$ cat config.mk
export PLATFORM = sky130hd
export DESIGN_NAME = encoded_word_qp_encoder_flat
export DESIGN_NICKNAME = d
export VERILOG_FILES = /design/src/rtl/core/ewqp_pkg.sv /design/src/rtl/core/ewqp_in_if.sv /design/src/rtl/core/ewqp_out_if.sv /design/src/rtl/core/ewqp_cfg_if.sv /design/src/rtl/core/ewqp_front.sv /design/src/rtl/core/ewqp_queue.sv /design/src/rtl/core/ewqp_back.sv /design/src/rtl/core/encoded_word_qp_encoder.sv /design/src/flat_wrapper.sv
export SDC_FILE = /design/constraint.sdc
export NUM_CORES = 1
export LEC_CHECK = 0
export ABC_AREA = 1
export BUFFER_PORTS_ARGS = -buffer_cell sky130_fd_sc_hd__buf_2
export CAP_MARGIN = 5
export CORE_MARGIN = 8
export CORE_UTILIZATION = 45
export CTS_BUF_LIST = sky130_fd_sc_hd__clkbuf_8
export DETAILED_ROUTE_END_ITERATION = 12
export PLACE_DENSITY = 0.64
export RECOVER_POWER = 50
export REMOVE_ABC_BUFFERS = 1
export SETUP_SLACK_MARGIN = 0.05
export SYNTH_ARGS = -nofsm -noshare
export SYNTH_HDL_FRONTEND = slang
export SYNTH_SLANG_ARGS = --single-unit
export TNS_END_PERCENT = 100
$ cat constraint.sdc
create_clock -name clk -period 3.8 [get_ports clk]
set_input_delay 0.95 -clock clk [delete_from_list [all_inputs] [get_ports clk]]
set_output_delay 0.95 -clock clk [all_outputs]
set_load 0.005 [all_outputs]
$ cat src/rtl/core/ewqp_pkg.sv
`timescale 1ns / 1ps
// Shared package for the Q-form encoded-word encoder.
// Holds the ASCII constants, the beat descriptor, the configuration bundle and helpers.
// The front end, queue, back end, top level and testbench depend on it.
package ewqp_pkg;

  // Charset storage and queue sizing.
  localparam int CHARSET_MAX_BYTES = 16;
  localparam int CS_IDX_W          = $clog2(CHARSET_MAX_BYTES);
  localparam int CLEN_W            = 5;
  localparam int QUEUE_DEPTH       = 4;
  localparam int QUEUE_PTR_W       = $clog2(QUEUE_DEPTH);
  localparam int QUEUE_CNT_W       = $clog2(QUEUE_DEPTH + 1);

  // Fixed framing overhead of one encoded word beyond the charset name.
  localparam logic [7:0] PREFIX_EXTRA = 8'd5;
  localparam logic [8:0] FOLD_EXTRA   = 9'd6;

  // ASCII characters used in the framing and escapes.
  localparam logic [7:0] CH_EQ    = 8'h3D;
  localparam logic [7:0] CH_QMARK = 8'h3F;
  localparam logic [7:0] CH_Q     = 8'h51;
  localparam logic [7:0] CH_UNDER = 8'h5F;
  localparam logic [7:0] CH_SPACE = 8'h20;
  localparam logic [7:0] CH_DQUOTE = 8'h22;
  localparam logic [7:0] CH_ZERO  = 8'h30;
  localparam logic [7:0] CH_UPPER_A = 8'd65;

  // Configuration register indexes.
  typedef enum logic [1:0] {
    CFG_CHARSET_LENGTH = 2'd0,
    CFG_CHARSET_LOW    = 2'd1,
    CFG_CHARSET_HIGH   = 2'd2,
    CFG_FOLD_LENGTH    = 2'd3
  } cfg_idx_t;

  // How the text byte of an item is written.
  typedef enum logic [1:0] {
    KIND_PLAIN = 2'd0,
    KIND_UNDER = 2'd1,
    KIND_HEX   = 2'd2
  } kind_t;

  // Output sequencer phases.
  typedef enum logic [3:0] {
    PH_EQ,
    PH_QM1,
    PH_CS,
    PH_QM2,
    PH_Q,
    PH_QM3,
    PH_BODY,
    PH_HEX_HI,
    PH_HEX_LO,
    PH_CLOSE_Q,
    PH_CLOSE_EQ,
    PH_SPACE
  } phase_t;

  // One classified item handed from the front to the back.
  typedef struct packed {
    logic [7:0] data;
    kind_t      kind;
    logic       prefix;
    logic       close;
    logic       space;
  } desc_t;

  // Derived configuration seen by the front and the back.
  typedef struct packed {
    logic [CLEN_W-1:0]              clen;
    logic [8*CHARSET_MAX_BYTES-1:0] charset;
    logic [7:0]                     limit;
  } cfg_t;

  // Upper-case hex digit for one nibble.
  function automatic logic [7:0] hex_digit(input logic [3:0] nib);
    logic [7:0] res;
    if (nib < 4'd10) begin
      res = CH_ZERO + {4'd0, nib};
    end else begin
      res = CH_UPPER_A + {4'd0, nib} - 8'd10;
    end
    return res;
  endfunction

  // Bytes that may not appear unchanged inside a Q-form word.
  function automatic logic needs_escape(input logic [7:0] b);
    return b[7] || (b <= CH_SPACE) || (b == CH_DQUOTE) || (b == CH_UNDER) ||
           (b == CH_EQ) || (b == CH_QMARK);
  endfunction

endpackage

$ cat src/rtl/core/ewqp_in_if.sv
`timescale 1ns / 1ps
// Input channel of the encoder: one raw header byte and its end-of-run flag per beat.
// Stand-alone interface; no dependencies.
interface ewqp_in_if;
  logic       valid;
  logic       ready;
  logic [7:0] data_byte;
  logic       final_byte;

  modport source (output valid, output data_byte, output final_byte, input ready);
  modport sink   (input valid, input data_byte, input final_byte, output ready);
endinterface

$ cat src/rtl/core/ewqp_out_if.sv
`timescale 1ns / 1ps
// Result channel of the encoder: one encoded ASCII byte per beat.
// Stand-alone interface; no dependencies.
interface ewqp_out_if;
  logic       valid;
  logic       ready;
  logic [7:0] out_byte;
  logic       last_of_item;

  modport source (output valid, output out_byte, output last_of_item, input ready);
  modport sink   (input valid, input out_byte, input last_of_item, output ready);
endinterface

$ cat src/rtl/core/ewqp_cfg_if.sv
`timescale 1ns / 1ps
// Configuration write channel: register index and write data per beat.
// Stand-alone interface; no dependencies.
interface ewqp_cfg_if;
  logic        valid;
  logic        ready;
  logic [1:0]  index;
  logic [63:0] data;

  modport source (output valid, output index, output data, input ready);
  modport sink   (input valid, input index, input data, output ready);
endinterface

$ cat src/rtl/core/ewqp_front.sv
`timescale 1ns / 1ps
// Front end of the encoder: accepts input beats, classifies the byte and tracks
// the character count of the open encoded word. Depends on ewqp_pkg.
module ewqp_front (
  input  logic           clk,
  input  logic           rst_n,
  input  ewqp_pkg::cfg_t cfg,
  input  logic           in_valid,
  output logic           in_ready,
  input  logic [7:0]     data_byte,
  input  logic           final_byte,
  input  logic           queue_full,
  output logic           push,
  output ewqp_pkg::desc_t push_desc
);
  import ewqp_pkg::*;

  logic [7:0] count_r;
  logic [7:0] count_nxt;
  logic [7:0] base_count;
  logic [7:0] new_count;
  logic       close;
  kind_t      kind;

  assign in_ready = !queue_full;
  assign push     = in_valid && !queue_full;

  // Classify the byte.
  always_comb begin
    if (!needs_escape(data_byte)) begin
      kind = KIND_PLAIN;
    end else if (data_byte == CH_SPACE) begin
      kind = KIND_UNDER;
    end else begin
      kind = KIND_HEX;
    end
  end

  // Word length after this byte, and whether the word closes.
  always_comb begin
    base_count = (count_r == 8'd0) ? ({3'd0, cfg.clen} + PREFIX_EXTRA) : count_r;
    new_count  = base_count + ((kind == KIND_HEX) ? 8'd3 : 8'd1);
    close      = final_byte || (new_count >= cfg.limit);
    count_nxt  = close ? 8'd0 : new_count;
  end

  // Descriptor for the back end.
  always_comb begin
    push_desc.data   = data_byte;
    push_desc.kind   = kind;
    push_desc.prefix = (count_r == 8'd0);
    push_desc.close  = close;
    push_desc.space  = close && !final_byte;
  end

  always_ff @(posedge clk) begin
    if (!rst_n) begin
      count_r <= 8'd0;
    end else if (push) begin
      count_r <= count_nxt;
    end
  end

endmodule

$ cat src/rtl/core/ewqp_queue.sv
`timescale 1ns / 1ps
// Short descriptor queue between the front and the back end.
// Depends on ewqp_pkg for the descriptor type and depth.
module ewqp_queue (
  input  logic            clk,
  input  logic            rst_n,
  input  logic            push,
  input  ewqp_pkg::desc_t push_desc,
  output logic            full,
  input  logic            pop,
  output logic            head_valid,
  output ewqp_pkg::desc_t head_desc
);
  import ewqp_pkg::*;

  desc_t                  entry_r [QUEUE_DEPTH];
  logic [QUEUE_PTR_W-1:0] wr_ptr_r;
  logic [QUEUE_PTR_W-1:0] rd_ptr_r;
  logic [QUEUE_CNT_W-1:0] count_r;

  assign full       = (count_r == QUEUE_CNT_W'(QUEUE_DEPTH));
  assign head_valid = (count_r != '0);
  assign head_desc  = entry_r[rd_ptr_r];

  // Storage needs no reset.
  always_ff @(posedge clk) begin
    if (push) begin
      entry_r[wr_ptr_r] <= push_desc;
    end
  end

  // Pointers and fill count.
  always_ff @(posedge clk) begin
    if (!rst_n) begin
      wr_ptr_r <= '0;
      rd_ptr_r <= '0;
      count_r  <= '0;
    end else begin
      if (push) begin
        wr_ptr_r <= wr_ptr_r + 1'b1;
      end
      if (pop) begin
        rd_ptr_r <= rd_ptr_r + 1'b1;
      end
      if (push && !pop) begin
        count_r <= count_r + 1'b1;
      end else if (pop && !push) begin
        count_r <= count_r - 1'b1;
      end
    end
  end

  a_no_overflow: assert property (@(posedge clk) disable iff (!rst_n)
    !(push && full)) else $error("queue written while full");
  a_no_underflow: assert property (@(posedge clk) disable iff (!rst_n)
    !(pop && !head_valid)) else $error("queue read while empty");
  a_count_grows: assert property (@(posedge clk) disable iff (!rst_n)
    (push && !pop) |=> (count_r == $past(count_r) + 1'b1))
    else $error("queue count did not follow a push");

endmodule

$ cat src/rtl/core/ewqp_back.sv
`timescale 1ns / 1ps
// Back end of the encoder: walks each descriptor through prefix, text and close
// phases; an output register gives one byte per cycle unless the sink stalls. Depends on ewqp_pkg.
module ewqp_back (
  input  logic            clk,
  input  logic            rst_n,
  input  ewqp_pkg::cfg_t  cfg,
  input  logic            head_valid,
  input  ewqp_pkg::desc_t head_desc,
  output logic            pop,
  output logic            out_valid,
  input  logic            out_ready,
  output logic [7:0]      out_byte,
  output logic            last_of_item
);
  import ewqp_pkg::*;

  phase_t              phase_r;
  phase_t              phase_nxt;
  phase_t              phase_cur;
  logic                started_r;
  logic [CS_IDX_W-1:0] cs_idx_r;
  logic [CS_IDX_W-1:0] cs_idx_nxt;
  logic                fire;
  logic [7:0]          byte_cur;
  logic                last_cur;
  logic                cs_last;
  logic                out_valid_r;
  logic [7:0]          out_byte_r;
  logic                out_last_r;

  // A fresh descriptor starts at the prefix or straight at the text byte.
  assign phase_cur = started_r ? phase_r : (head_desc.prefix ? PH_EQ : PH_BODY);
  assign fire      = head_valid && (!out_valid_r || out_ready);
  assign pop       = fire && last_cur;
  assign cs_last   = ({1'b0, cs_idx_r} + 5'd1) == cfg.clen;

  // Next phase.
  always_comb begin
    phase_nxt  = phase_cur;
    cs_idx_nxt = cs_idx_r;
    unique case (phase_cur)
      PH_EQ:      phase_nxt = PH_QM1;
      PH_QM1: begin
        cs_idx_nxt = '0;
        phase_nxt  = (cfg.clen != '0) ? PH_CS : PH_QM2;
      end
      PH_CS: begin
        cs_idx_nxt = cs_idx_r + 1'b1;
        phase_nxt  = cs_last ? PH_QM2 : PH_CS;
      end
      PH_QM2:     phase_nxt = PH_Q;
      PH_Q:       phase_nxt = PH_QM3;
      PH_QM3:     phase_nxt = PH_BODY;
      PH_BODY:    phase_nxt = (head_desc.kind == KIND_HEX) ? PH_HEX_HI : PH_CLOSE_Q;
      PH_HEX_HI:  phase_nxt = PH_HEX_LO;
      PH_HEX_LO:  phase_nxt = PH_CLOSE_Q;
      PH_CLOSE_Q: phase_nxt = PH_CLOSE_EQ;
      PH_CLOSE_EQ: phase_nxt = PH_SPACE;
      PH_SPACE:   phase_nxt = PH_EQ;
      default:    phase_nxt = PH_EQ;
    endcase
  end

  // Byte emitted in the current phase and whether it ends the item.
  always_comb begin
    byte_cur = CH_QMARK;
    last_cur = 1'b0;
    unique case (phase_cur)
      PH_EQ:      byte_cur = CH_EQ;
      PH_QM1:     byte_cur = CH_QMARK;
      PH_CS:      byte_cur = cfg.charset[cs_idx_r*8 +: 8];
      PH_QM2:     byte_cur = CH_QMARK;
      PH_Q:       byte_cur = CH_Q;
      PH_QM3:     byte_cur = CH_QMARK;
      PH_BODY: begin
        case (head_desc.kind)
          KIND_PLAIN: byte_cur = head_desc.data;
          KIND_UNDER: byte_cur = CH_UNDER;
          default:    byte_cur = CH_EQ;
        endcase
        last_cur = (head_desc.kind != KIND_HEX) && !head_desc.close;
      end
      PH_HEX_HI:  byte_cur = hex_digit(head_desc.data[7:4]);
      PH_HEX_LO: begin
        byte_cur = hex_digit(head_desc.data[3:0]);
        last_cur = !head_desc.close;
      end
      PH_CLOSE_Q: byte_cur = CH_QMARK;
      PH_CLOSE_EQ: begin
        byte_cur = CH_EQ;
        last_cur = !head_desc.space;
      end
      PH_SPACE: begin
        byte_cur = CH_SPACE;
        last_cur = 1'b1;
      end
      default:    byte_cur = CH_QMARK;
    endcase
  end

  // Sequencer state.
  always_ff @(posedge clk) begin
    if (!rst_n) begin
      phase_r   <= PH_EQ;
      started_r <= 1'b0;
      cs_idx_r  <= '0;
    end else if (fire) begin
      phase_r   <= phase_nxt;
      started_r <= !last_cur;
      cs_idx_r  <= cs_idx_nxt;
    end
  end

  // Output register: takes a new byte whenever it is empty or being drained.
  always_ff @(posedge clk) begin
    if (!rst_n) begin
      out_valid_r <= 1'b0;
    end else if (fire) begin
      out_valid_r <= 1'b1;
    end else if (out_ready) begin
      out_valid_r <= 1'b0;
    end
  end

  always_ff @(posedge clk) begin
    if (fire) begin
      out_byte_r <= byte_cur;
      out_last_r <= last_cur;
    end
  end

  assign out_valid    = out_valid_r;
  assign out_byte     = out_byte_r;
  assign last_of_item = out_last_r;

  a_started_has_head: assert property (@(posedge clk) disable iff (!rst_n)
    started_r |-> head_valid) else $error("item in progress without a queued descriptor");
  a_hex_phase_kind: assert property (@(posedge clk) disable iff (!rst_n)
    (started_r && (phase_r == PH_HEX_HI || phase_r == PH_HEX_LO)) |->
    (head_desc.kind == KIND_HEX)) else $error("hex digit phase for a non-escaped byte");
  a_space_phase: assert property (@(posedge clk) disable iff (!rst_n)
    (started_r && phase_r == PH_SPACE) |-> head_desc.space)
    else $error("separator space on a final byte");
  a_pop_marks_last: assert property (@(posedge clk) disable iff (!rst_n)
    pop |=> (out_valid_r && out_last_r)) else $error("item retired without a last beat");

endmodule

$ cat src/rtl/core/encoded_word_qp_encoder.sv
`timescale 1ns / 1ps
// Q-form encoded-word encoder. Each input beat carries one header byte and a flag for
// the last byte of a run; the block emits the encoded text one ASCII byte per output
// beat, with last_of_item high on the final beat of each input. A word opens with
// "=?", the charset and "?Q?" (charset_length + 5 bytes) and closes with "?=", plus a
// space when more bytes of the run follow. An input yields 1 output byte for a plain
// byte or a space and 3 for an escaped byte, plus the prefix when a word opens and 2 or
// 3 bytes when it closes, all carried on the single output byte lane. A four-entry
// descriptor queue lets input beats be taken while earlier items are still being
// written, and the output register holds a byte while the sink stalls. An accepted beat
// reaches the output through the queue and the output register. Configuration writes take
// effect at once and are to be made only while no item is in flight.
module encoded_word_qp_encoder (
  input  logic              clk,
  input  logic              rst_n,
  ewqp_cfg_if.sink          cfg_ch,
  ewqp_in_if.sink           in_ch,
  ewqp_out_if.source        out_ch
);
  import ewqp_pkg::*;

  logic [4:0]  charset_length_r;
  logic [63:0] charset_low_r;
  logic [63:0] charset_high_r;
  logic [7:0]  fold_length_r;
  cfg_t        cfg;
  logic [8:0]  fold_floor;
  logic        queue_full;
  logic        push;
  desc_t       push_desc;
  logic        pop;
  logic        head_valid;
  desc_t       head_desc;

  // Configuration registers.
  assign cfg_ch.ready = 1'b1;

  always_ff @(posedge clk) begin
    if (!rst_n) begin
      charset_length_r <= 5'd10;
      charset_low_r    <= 64'd0;
      charset_high_r   <= 64'd0;
      fold_length_r    <= 8'd70;
    end else if (cfg_ch.valid) begin
      unique case (cfg_idx_t'(cfg_ch.index))
        CFG_CHARSET_LENGTH: charset_length_r <= cfg_ch.data[4:0];
        CFG_CHARSET_LOW:    charset_low_r    <= cfg_ch.data;
        CFG_CHARSET_HIGH:   charset_high_r   <= cfg_ch.data;
        CFG_FOLD_LENGTH:    fold_length_r    <= cfg_ch.data[7:0];
        default:            charset_length_r <= charset_length_r;
      endcase
    end
  end

  // Clamped charset length and word limit.
  always_comb begin
    cfg.clen    = (charset_length_r > CLEN_W'(CHARSET_MAX_BYTES)) ?
                  CLEN_W'(CHARSET_MAX_BYTES) : charset_length_r;
    cfg.charset = {charset_high_r, charset_low_r};
    fold_floor  = FOLD_EXTRA + {4'd0, cfg.clen};
    cfg.limit   = ({1'b0, fold_length_r} >= fold_floor) ?
                  8'({1'b0, fold_length_r} - fold_floor) : 8'd0;
  end

  ewqp_front u_front (
    .clk        (clk),
    .rst_n      (rst_n),
    .cfg        (cfg),
    .in_valid   (in_ch.valid),
    .in_ready   (in_ch.ready),
    .data_byte  (in_ch.data_byte),
    .final_byte (in_ch.final_byte),
    .queue_full (queue_full),
    .push       (push),
    .push_desc  (push_desc)
  );

  ewqp_queue u_queue (
    .clk        (clk),
    .rst_n      (rst_n),
    .push       (push),
    .push_desc  (push_desc),
    .full       (queue_full),
    .pop        (pop),
    .head_valid (head_valid),
    .head_desc  (head_desc)
  );

  ewqp_back u_back (
    .clk          (clk),
    .rst_n        (rst_n),
    .cfg          (cfg),
    .head_valid   (head_valid),
    .head_desc    (head_desc),
    .pop          (pop),
    .out_valid    (out_ch.valid),
    .out_ready    (out_ch.ready),
    .out_byte     (out_ch.out_byte),
    .last_of_item (out_ch.last_of_item)
  );

endmodule

$ cat src/flat_wrapper.sv
// flat-port wrapper written by rule: the top's interface ports become plain ports
module encoded_word_qp_encoder_flat import ewqp_pkg::*;
  (clk, rst_n, cfg_ch_valid, cfg_ch_index, cfg_ch_data, cfg_ch_ready, in_ch_valid, in_ch_data_byte, in_ch_final_byte, in_ch_ready, out_ch_valid, out_ch_out_byte, out_ch_last_of_item, out_ch_ready);
  ewqp_cfg_if cfg_ch_i ();
  ewqp_in_if in_ch_i ();
  ewqp_out_if out_ch_i ();
  input  logic clk;
  input  logic rst_n;
  input wire logic [$bits(cfg_ch_i.valid)-1:0] cfg_ch_valid;
  input wire logic [$bits(cfg_ch_i.index)-1:0] cfg_ch_index;
  input wire logic [$bits(cfg_ch_i.data)-1:0] cfg_ch_data;
  output wire logic [$bits(cfg_ch_i.ready)-1:0] cfg_ch_ready;
  input wire logic [$bits(in_ch_i.valid)-1:0] in_ch_valid;
  input wire logic [$bits(in_ch_i.data_byte)-1:0] in_ch_data_byte;
  input wire logic [$bits(in_ch_i.final_byte)-1:0] in_ch_final_byte;
  output wire logic [$bits(in_ch_i.ready)-1:0] in_ch_ready;
  output wire logic [$bits(out_ch_i.valid)-1:0] out_ch_valid;
  output wire logic [$bits(out_ch_i.out_byte)-1:0] out_ch_out_byte;
  output wire logic [$bits(out_ch_i.last_of_item)-1:0] out_ch_last_of_item;
  input wire logic [$bits(out_ch_i.ready)-1:0] out_ch_ready;
  assign cfg_ch_i.valid = cfg_ch_valid;
  assign cfg_ch_i.index = cfg_ch_index;
  assign cfg_ch_i.data = cfg_ch_data;
  assign cfg_ch_ready = cfg_ch_i.ready;
  assign in_ch_i.valid = in_ch_valid;
  assign in_ch_i.data_byte = in_ch_data_byte;
  assign in_ch_i.final_byte = in_ch_final_byte;
  assign in_ch_ready = in_ch_i.ready;
  assign out_ch_valid = out_ch_i.valid;
  assign out_ch_out_byte = out_ch_i.out_byte;
  assign out_ch_last_of_item = out_ch_i.last_of_item;
  assign out_ch_i.ready = out_ch_ready;
  encoded_word_qp_encoder u_core (.clk(clk), .rst_n(rst_n), .cfg_ch(cfg_ch_i), .in_ch(in_ch_i), .out_ch(out_ch_i));
endmodule
-- Yosys cells after proc, flatten, opt, wreduce, memory -nomap -nowiden
Memories as Yosys holds them, arrays and structs flattened. A register that Yosys moved wholly into a read port is not among the register bits.
Cells that the tools add are included.
- bits in registers: 175
- bits in latches: 0
- memory bits (writable): 52
- memory bits (read-only): 0
- input port bits: 80
- output and inout bits: 12
- word-level logic and storage cells: 127
- memories: 1
- $add $sub $neg: 16
- multipliers: 0
- divide/modulo/power cells: 0
- magnitude comparators: 6
- eq/ne operators: 25
- shift operators: 1
- mux-type cells: 27
- bitwise gates (word level): 0
- reduce and logical (&&, ||, !) cells: 37
- memories (name ; depth ; width ; read ports ; clocked after memory_dff ; wr ports ; RTL line ; source):
    u_core.u_queue.entry_r ; 4 ; 13 ; 1 ; 1 ; 1 ; ewqp_queue.sv:16 ; desc_t entry_r [QUEUE_DEPTH];
- operator list (operator ; count):
    $shiftx 128x8->8 ; 1
    $pmux 8 s7 ; 1
    $pmux 4 s11 ; 1
    $mux 8 ; 5
    $eq 8x6->1 const B ; 4
    $add 7x4->8 const A ; 2
    $eq 4x3->1 const B ; 4
    $eq 4x4->1 const B ; 4
    $pmux 8 s2 ; 1
    $sub 8x4->8 const B ; 2
    $add 6x4->7 const A ; 2
    $mux 2 ; 5
    $reduce_and 2->1 ; 5
    $ge 8x9->1 ; 1
    $mux 3 ; 3
    $add 8x2->8 ; 1
    $eq 2x2->1 const B ; 4
    $eq 4x2->1 const B ; 2
    $eq 8x7->1 const B ; 1
    $ge 8x8->1 ; 1
    $le 8x6->1 const B ; 1
    $logic_not 1->1 ; 8
    $logic_not 8->1 ; 1
    $lt 4x4->1 const B ; 2
    other kinds (27) ; 50

-- Depth between registers and ports, before layout
Gate-level depths: netlist (run 1).
- depth after elaboration: 13
- mapped depth: 25
- mapped depth without buffers: 25

-- By module
Synthesis (run 1) repeated with hierarchy kept, for this count alone.
- cells, all modules: 1550
- area, all modules: 11471.0 µm²
- modules (own cells, without submodules) (module ; times used ; cells an instance ; area an instance (µm²) ; seq. area each (µm²)):
    encoded_word_qp_encoder ; 1 ; 707 ; 5347.6 ; 2822.7
    ewqp_back ; 1 ; 482 ; 2640.0 ; 470.5
    ewqp_queue ; 1 ; 185 ; 2421.1 ; 1741.7
    ewqp_front ; 1 ; 176 ; 1062.3 ; 160.2

-- Worst setup path after synthesis (run 1)
No wires, ideal clock.
- path kind: input-to-reg
- from: input port in_ch_data_byte[2]
- to: register u_core.u_front.count_r[0]
- library setup time: 0.071 ns
- data arrival time: 3.874 ns
- required time: 3.729 ns
- slack: -0.145 ns
- stages: 20
- path buffers: 0
- path through: nor2_1 > inv_1 > nor4_1 > inv_1 > o31ai_1 > inv_1 > ha_1 > nand2_1 > nand2_1 > nand2_2 > nor2_1 > nand3_1 > and2_1 > ha_1 > a21oi_1 > o21a_1 > nand4_1 > nor2_1 > nand3_1 > a21oi_1
- RTL lines (what ; RTL line ; source):
    start: declaration ; flat_wrapper.sv:14 ; input wire logic [$bits(in_ch_i.data_byte)-1:0] in_ch_data_byte;
    end signal: assignment ; ewqp_front.sv:60 ; count_r <= count_nxt;
    end: declaration ; ewqp_front.sv:18 ; logic [7:0] count_r;

==> impl_results.md, run 1 <==
* Outcome: finished, violations left
* Failing checks: capacitance limit, slew limit
* Core Area at 0.0242 mm2
* Asr flop ratio synth at 0%
* Die Span Y at 173 um
* Final Hold Slack at 0.446 ns
* Seq pwr share at 36.2%
* Critical Path, Cell by Cell: inv_1 > nand2_1 > inv_1 > nor2_2 > xnor2_2 > ha_1 > buf_4 > o21ai_2 > nand2_1 > a21oi_2 > nor2_2 > nor3_4 > nand3_4 > nand3b_1 > ha_1 > a21oi_2 > o21a_1 > nand4_1 > nor2_4 > nand3_2 > a21oi_2
* Crit path buffers/inverters at 3
* Gate Count Post-Synth at 1445
* Mapped Area at 0.0111 mm2
* RSZ-0062 raised after global routing: yes
* Final HPWL DP at 19000 um
* Reg clk slew, reported paths at 0.07 ns
* P&R area growth vs syn at 17.1%
* I/O pins at 92
* Final setup vio count at 0
* Area contributors post-synth: dfxtp_1 30%, edfxtp_1 17%, o21ai_0 10%
* Cts hold-fix bufs at 0
* PnR Total Power at 8.63 mW
* Vias in the first global route at 9520
* IO Port Bufs at 90
* CP delay by family, top: simple AND/OR/NAND/NOR gates
* Initial Utilization at 45.6%
* Max Clock Freq at 269 MHz
* CTS Buf Count at 41
* CTS tree: done
* Inserted Diodes at 0
* Gr ovfl total at 0
* WL met1 at 13900 um
* Largest net degree at the start of global routing at 102
* Rows at 57
* PD cells at 666 mW/mm2
* VDD IR max at 0.448 mV
* CP most frequent cell: a21oi_2
* Post-Route WL at 28900 um
* TritonRoute pass-1 iters at 5
* Setup WS pre-CTS at -0.703 ns
* Clock group share of total power at 23.8%
* Commonest cells post-synth: 238 x nor2_1, 231 x o21ai_0, 168 x dfxtp_1
* Pins over their slew limit at 77
* DRC viols at 0
* Sink Count at 229
* Vias/cell at 5.17
* Arr. time, crit path at 4.17 ns
* Worst EP required at 4.25 ns
* Die ar. at 0.0299 mm2
* Final min period at 3.72 ns
* Synthesized flop and latch total at 229
* Worst-Margin Slew at 1.94 ns
* Lkg Pwr at 5.46 nW
* Tot GR Track Use at 18.9%
* NetSw at 3.34 mW
* ANT nets after route at 0
* Starting DRT DRC Count at 792
* Max layer used: met4
* Clock root buffer: clkbuf_8
* First-pass GRT wire length at 47500 um
* Top cell type's share of synthesized area at 30.4%
* Wire length on met3 at 1440 um
* Routed WL per cell at 15.1 um
* Synth warn at 0
* CP max stage delay at 0.41 ns
* Internal Power at 5.28 mW
* Met2 Wirelength at 13000 um
* Final-report hold violation count at 0
* Post-synth cell types at 52
* Combinational power share at 40.0%
* Setup TNS at 0 ns
* Final core occ at 53.4%
* Crit share post-route at 97.9%
* Sequential-to-total area share from yosys stat at 47.0%
* Die Wd at 173 um
* Ys flop type: dfxtp_1
* WS Path Type: flop to flop
* Startpoint types: flop
* Number of synthesized flops with an enable pin at 61
* Layout Nets at 1674
* Max Cap Viol at 2
* Leading area contributor after synthesis: dfxtp_1
* Fin Clk Skew at 0.0180 ns
* Switching part of the total power at 38.7%
* Cell with the most instances after synthesis: nor2_1
* Final worst slack at 0.0797 ns
* Vias at 9907
* Clk_lat worst skew at 0.55 ns
* Crit path max fanout at 8
* Tightest Hold Check Type: flop to flop
* Initial antenna violation count at 0
* Critical Path End Type: flop
* Rel. slew slack at -29.3%
* Crit-path slowest cell: dfxtp_1
* Placer Congestion at 0.809
* Share of post-route cells with drive strength above 1 at 15.8%
* Deepest clock path buffer count at 3
* Avg Cell Area, Syn at 7.66 um2
* H-tree levels at 2
-- flip-flops by register name, summed over array words and instances (netlist names), 3 cells and up, named ones only --
name,count
u_core.charset_length_r,5
u_core.u_queue.entry_r,52
u_core.u_queue.count_r,3
u_core.u_back.phase_r,4
u_core.u_front.count_r,8
u_core.charset_high_r,64
u_core.u_back.out_byte,8
u_core.charset_low_r,64
u_core.fold_length_r,8
u_core.u_back.cs_idx_r,4
-- power by group through the flow --
stage / Clock, mW / Combinational (mW) / Sequential [mW]
2_1_floorplan: 0 / 2.11 / 3.18
3_3_place_gp: 0 / 3.19 / 3.16
3_5_place_dp: 0 / 3.26 / 3.17
4_1_cts: 2.11 / 3.40 / 3.12
5_1_grt: 2.23 / 3.91 / 3.16
6_report: 2.05 / 3.45 / 3.12
-- metal layers --
metal | vias up | global-route usage [%]
met2 | 217 | 30.4
met4 | 0 | 5.07
met5 | - | 0
met1 | 4594 | 25.5
met3 | 42 | 3.68
li1 | 5054 | -
-- worst min-delay path, delay by kind of cell (launching register included) --
family	cells	cell delay [ns]
compound gates	1	0.05
flops	1	0.29
buf+inv	1	0.05
-- placed cells by master, fill, tap and decap left out, types with 5 or more instances in the layout --
master and instances:
buf_2 79, a21oi_2 9, nand3_2 9, clkbuf_8 44, mux2i_1 10, nor3_1 5, o21ai_0 229, inv_2 7
nand4_1 8, o21ai_1 6, clkbuf_1 23, ha_1 22, xor2_1 6, nor2_1 230, xnor2_1 6, nor2_2 10
a21oi_1 142, dfxtp_1 165, nand3b_1 5, buf_4 46, nand2_1 160, inv_1 158, edfxtp_1 61, nand2_2 11
nor2_4 6, nand3_1 53, o211ai_1 13, a31oi_1 8
-- metrics by stage --
| step | instances | area (um2) |
|---|---|---|
| after detailed placement | 1838 | 12100 |
| after CTS | 1912 | 12900 |
| final | 1916 | 13000 |
| after global routing | 1916 | 13000 |
| after global placement | 1838 | 12100 |
| after floorplan | 1369 | 10800 |
-- final cells by class --
cell class              instances  area, um2
inverters                     150        564
fillers                      2375      11300
clock inverters                26        118
clock buffers                  44        606
multi-input cells             990       5200
flip-flops and latches        229       5200
well taps                     324        405
repair buffers                153        861
-- what timing repair did --
item / in CTS / in global routing
pin swaps: 7 / 20
gates resized for setup: 14 / 35
setup endpoints to repair: 8 / 16
setup buffers: 4 / 5
-- cell families after synthesis --
group | synth area share, %
AND/OR/NAND/NOR | 19.3
AO/OA/AOI/OAI | 20.3
flip-flops | 47.0
buffers and inverters | 7.96
adder cells (fa/ha/maj) | 3.48
XOR/XNOR | 1.03
multiplexers | 1.01
other | 0.0339
-- worst paths after layout --
path / start / end / slack, ns / cells after the start
min reg2reg: u_core.charset_high_r[21]$_SDFFE_PN0P_ / u_core.charset_high_r[21]$_SDFFE_PN0P_ / 0.45 / 2
min: u_core.charset_high_r[21]$_SDFFE_PN0P_ / u_core.charset_high_r[21]$_SDFFE_PN0P_ / 0.45 / 2
max: u_core.charset_length_r[4]$_SDFFE_PN0P_ / u_core.u_front.count_r[7]$_SDFFE_PN0P_ / 0.08 / 21
max reg2reg: u_core.charset_length_r[4]$_SDFFE_PN0P_ / u_core.u_front.count_r[7]$_SDFFE_PN0P_ / 0.08 / 21
Power figures use the tool's default switching activity.
==> run 2, diff against run 1 <==
- CTS_BUF_LIST: sky130_fd_sc_hd__clkbuf_8 -> unset
==> impl_results.md, run 2 (synthesis gave the netlist of run 1 again) <==
* Combinational power share at 37.7%
* I/O pins at 92
* Max Cap Viol at 2
* Top Registers: u_core.charset_high_r (64), u_core.charset_low_r (64), u_core.u_queue.entry_r (52)
* H-tree levels at 1
* ANT nets after route at 0
* First-pass GRT wire length at 47200 um
* Die ar. at 0.0299 mm2
* Startpoint types: flop
* Lkg Pwr at 5.43 nW
* WS Path Type: flop to flop
* Placer Congestion at 0.809
* CTS Buf Count at 26
* Final-report hold violation count at 0
* Die Span Y at 173 um
* Vias at 9832
* Initial Utilization at 45.6%
* Inserted Diodes at 0
* Worst-Margin Slew at 1.96 ns
* Cts hold-fix bufs at 0
* PnR Total Power at 9.06 mW
* Deepest clock path buffer count at 3
* P&R area growth vs syn at 18.0%
* Clock group share of total power at 27.9%
* Initial antenna violation count at 0
* Reg clk slew, reported paths at 0.06 ns
* Clock root buffer: clkbuf_16
* Sink Count at 229
* Final setup vio count at 0
* Clk_lat worst skew at 0.54 ns
* Final HPWL DP at 19000 um
* Worst EP required at 4.25 ns
* IO Port Bufs at 90
* Inst Count DP at 1838
* Die Wd at 173 um
* CP max stage delay at 0.35 ns
* Most frequent cells in the layout: 231 x nor2_1, 229 x o21ai_0, 165 x dfxtp_1
* Rel. slew slack at -30.4%
* Outcome: finished, violations left
* Pins over their slew limit at 77
* Rows at 57
* Fin Clk Skew at 0.0164 ns
* TritonRoute pass-1 iters at 5
* Arr. time, crit path at 4.18 ns
* Final Non-Filler Cells at 1890
* Tightest Hold Check Type: flop to flop
* DRC viols at 0
* Post-Route WL at 28800 um
* Max Clock Freq at 268 MHz
* Crit-path slowest cell: dfxtp_2
* Hold path cells at 2
* Starting DRT DRC Count at 875
* Vias in the first global route at 9370
* Cells on worst reg2reg path at 23
* CTS tree: done
* Share of post-route cells with drive strength above 1 at 15.2%
* Crit share post-route at 98.1%
* Largest net degree at the start of global routing at 102
* Critical Path, Cell by Cell: nor2_4 > nand2_2 > nand2_2 > nand2_2 > inv_2 > ha_4 > inv_4 > ha_4 > a21o_1 > o21ai_2 > nand2_1 > a21oi_2 > nor2_2 > nor3_4 > nand3_4 > nand3b_1 > ha_4 > a21oi_2 > o21a_1 > nand4_1 > nor2_4 > nand3_2 > a21oi_2
* Failing checks: capacitance limit, slew limit
* Layout Nets at 1656
* Internal Power at 5.70 mW
* Gr ovfl total at 0
* NetSw at 3.35 mW
* Routed WL per cell at 15.2 um
* Core Area at 0.0242 mm2
* Final min period at 3.73 ns
* Critical Path End Type: flop
* Seq pwr share at 34.5%
* Fillers at 2336
* PD cells at 693 mW/mm2
* Tot GR Track Use at 18.7%
* Switching part of the total power at 37.0%
* Vias/cell at 5.20
* VDD IR max at 0.417 mV
* RSZ-0062 raised after global routing: yes
* Crit path max fanout at 8
* Final core occ at 53.9%
* Leading cell type in the layout, fill and taps excluded: nor2_1
run 2: power by group through the flow:
| stage | clock, mW | sequential (mW) | combinational, mW |
|---|---|---|---|
| finish | 2.52 | 3.12 | 3.41 |
| global route | 2.67 | 3.16 | 3.89 |
| CTS | 2.56 | 3.12 | 3.40 |
| detailed placement | 0 | 3.17 | 3.26 |
| global placement | 0 | 3.16 | 3.19 |
| floorplan | 0 | 3.18 | 2.11 |
run 2: metrics by stage:
stage | setup TNS, ns | instance area [um2] | hold WS [ns] | setup WS [ns]
2_1_floorplan | -1.07 | 10800 | 0.424 | -0.151
3_3_place_gp | -5.93 | 12100 | 0.433 | -0.613
3_5_place_dp | -7.13 | 12100 | 0.441 | -0.703
4_1_cts | 0 | 13000 | 0.449 | 0.0274
5_1_grt | -1.12 | 13100 | 0.475 | -0.163
6_report | 0 | 13100 | 0.446 | 0.0734
run 2: final cells by class:
class | instances | area [um2] | area share, %
tap | 324 | 405 | 3.10
multi-input combinational | 990 | 5180 | 39.6
sequential | 229 | 5200 | 39.8
timing repair buffer | 150 | 840 | 6.43
inverter | 150 | 567 | 4.34
clock buffer | 33 | 727 | 5.57
clock inverter | 14 | 145 | 1.11
run 2: final timing paths:
kind	from	endpoint	slack, ns
max	u_core.charset_length_r[3]$_SDFFE_PN1P_	u_core.u_front.count_r[6]$_SDFFE_PN0P_	0.07
min	u_core.charset_high_r[21]$_SDFFE_PN0P_	u_core.charset_high_r[21]$_SDFFE_PN0P_	0.45
max reg2reg	u_core.charset_length_r[3]$_SDFFE_PN1P_	u_core.u_front.count_r[6]$_SDFFE_PN0P_	0.07
min reg2reg	u_core.charset_high_r[21]$_SDFFE_PN0P_	u_core.charset_high_r[21]$_SDFFE_PN0P_	0.45
run 2: worst max-delay path, delay by kind of cell, from the launching register on:
family	cells	cell delay (ns)
DFF	1	0.35
AOI/OAI and AO/OA	6	0.95
adders and majority gates	3	0.72
buffers and inverters	2	0.08
and+or+nand+nor	12	1.52
run 2: repair_timing:
action | 4_1_cts | 5_1_grt
endpoints found under the setup margin | 8 | 16
gates resized for setup | 14 | 27
pin swaps | 6 | 26
buffers inserted | 4 | 2
run 2: metal layers:
metal  vias to the layer above  share of wire, %  global-route usage [%]
met5                         -                 0                       0
met4                         0               1.4                    4.31
met3                        30               5.7                    2.90
met2                       244                45                    30.4
met1                      4536                47                    25.8
li1                       5022                 -                       -
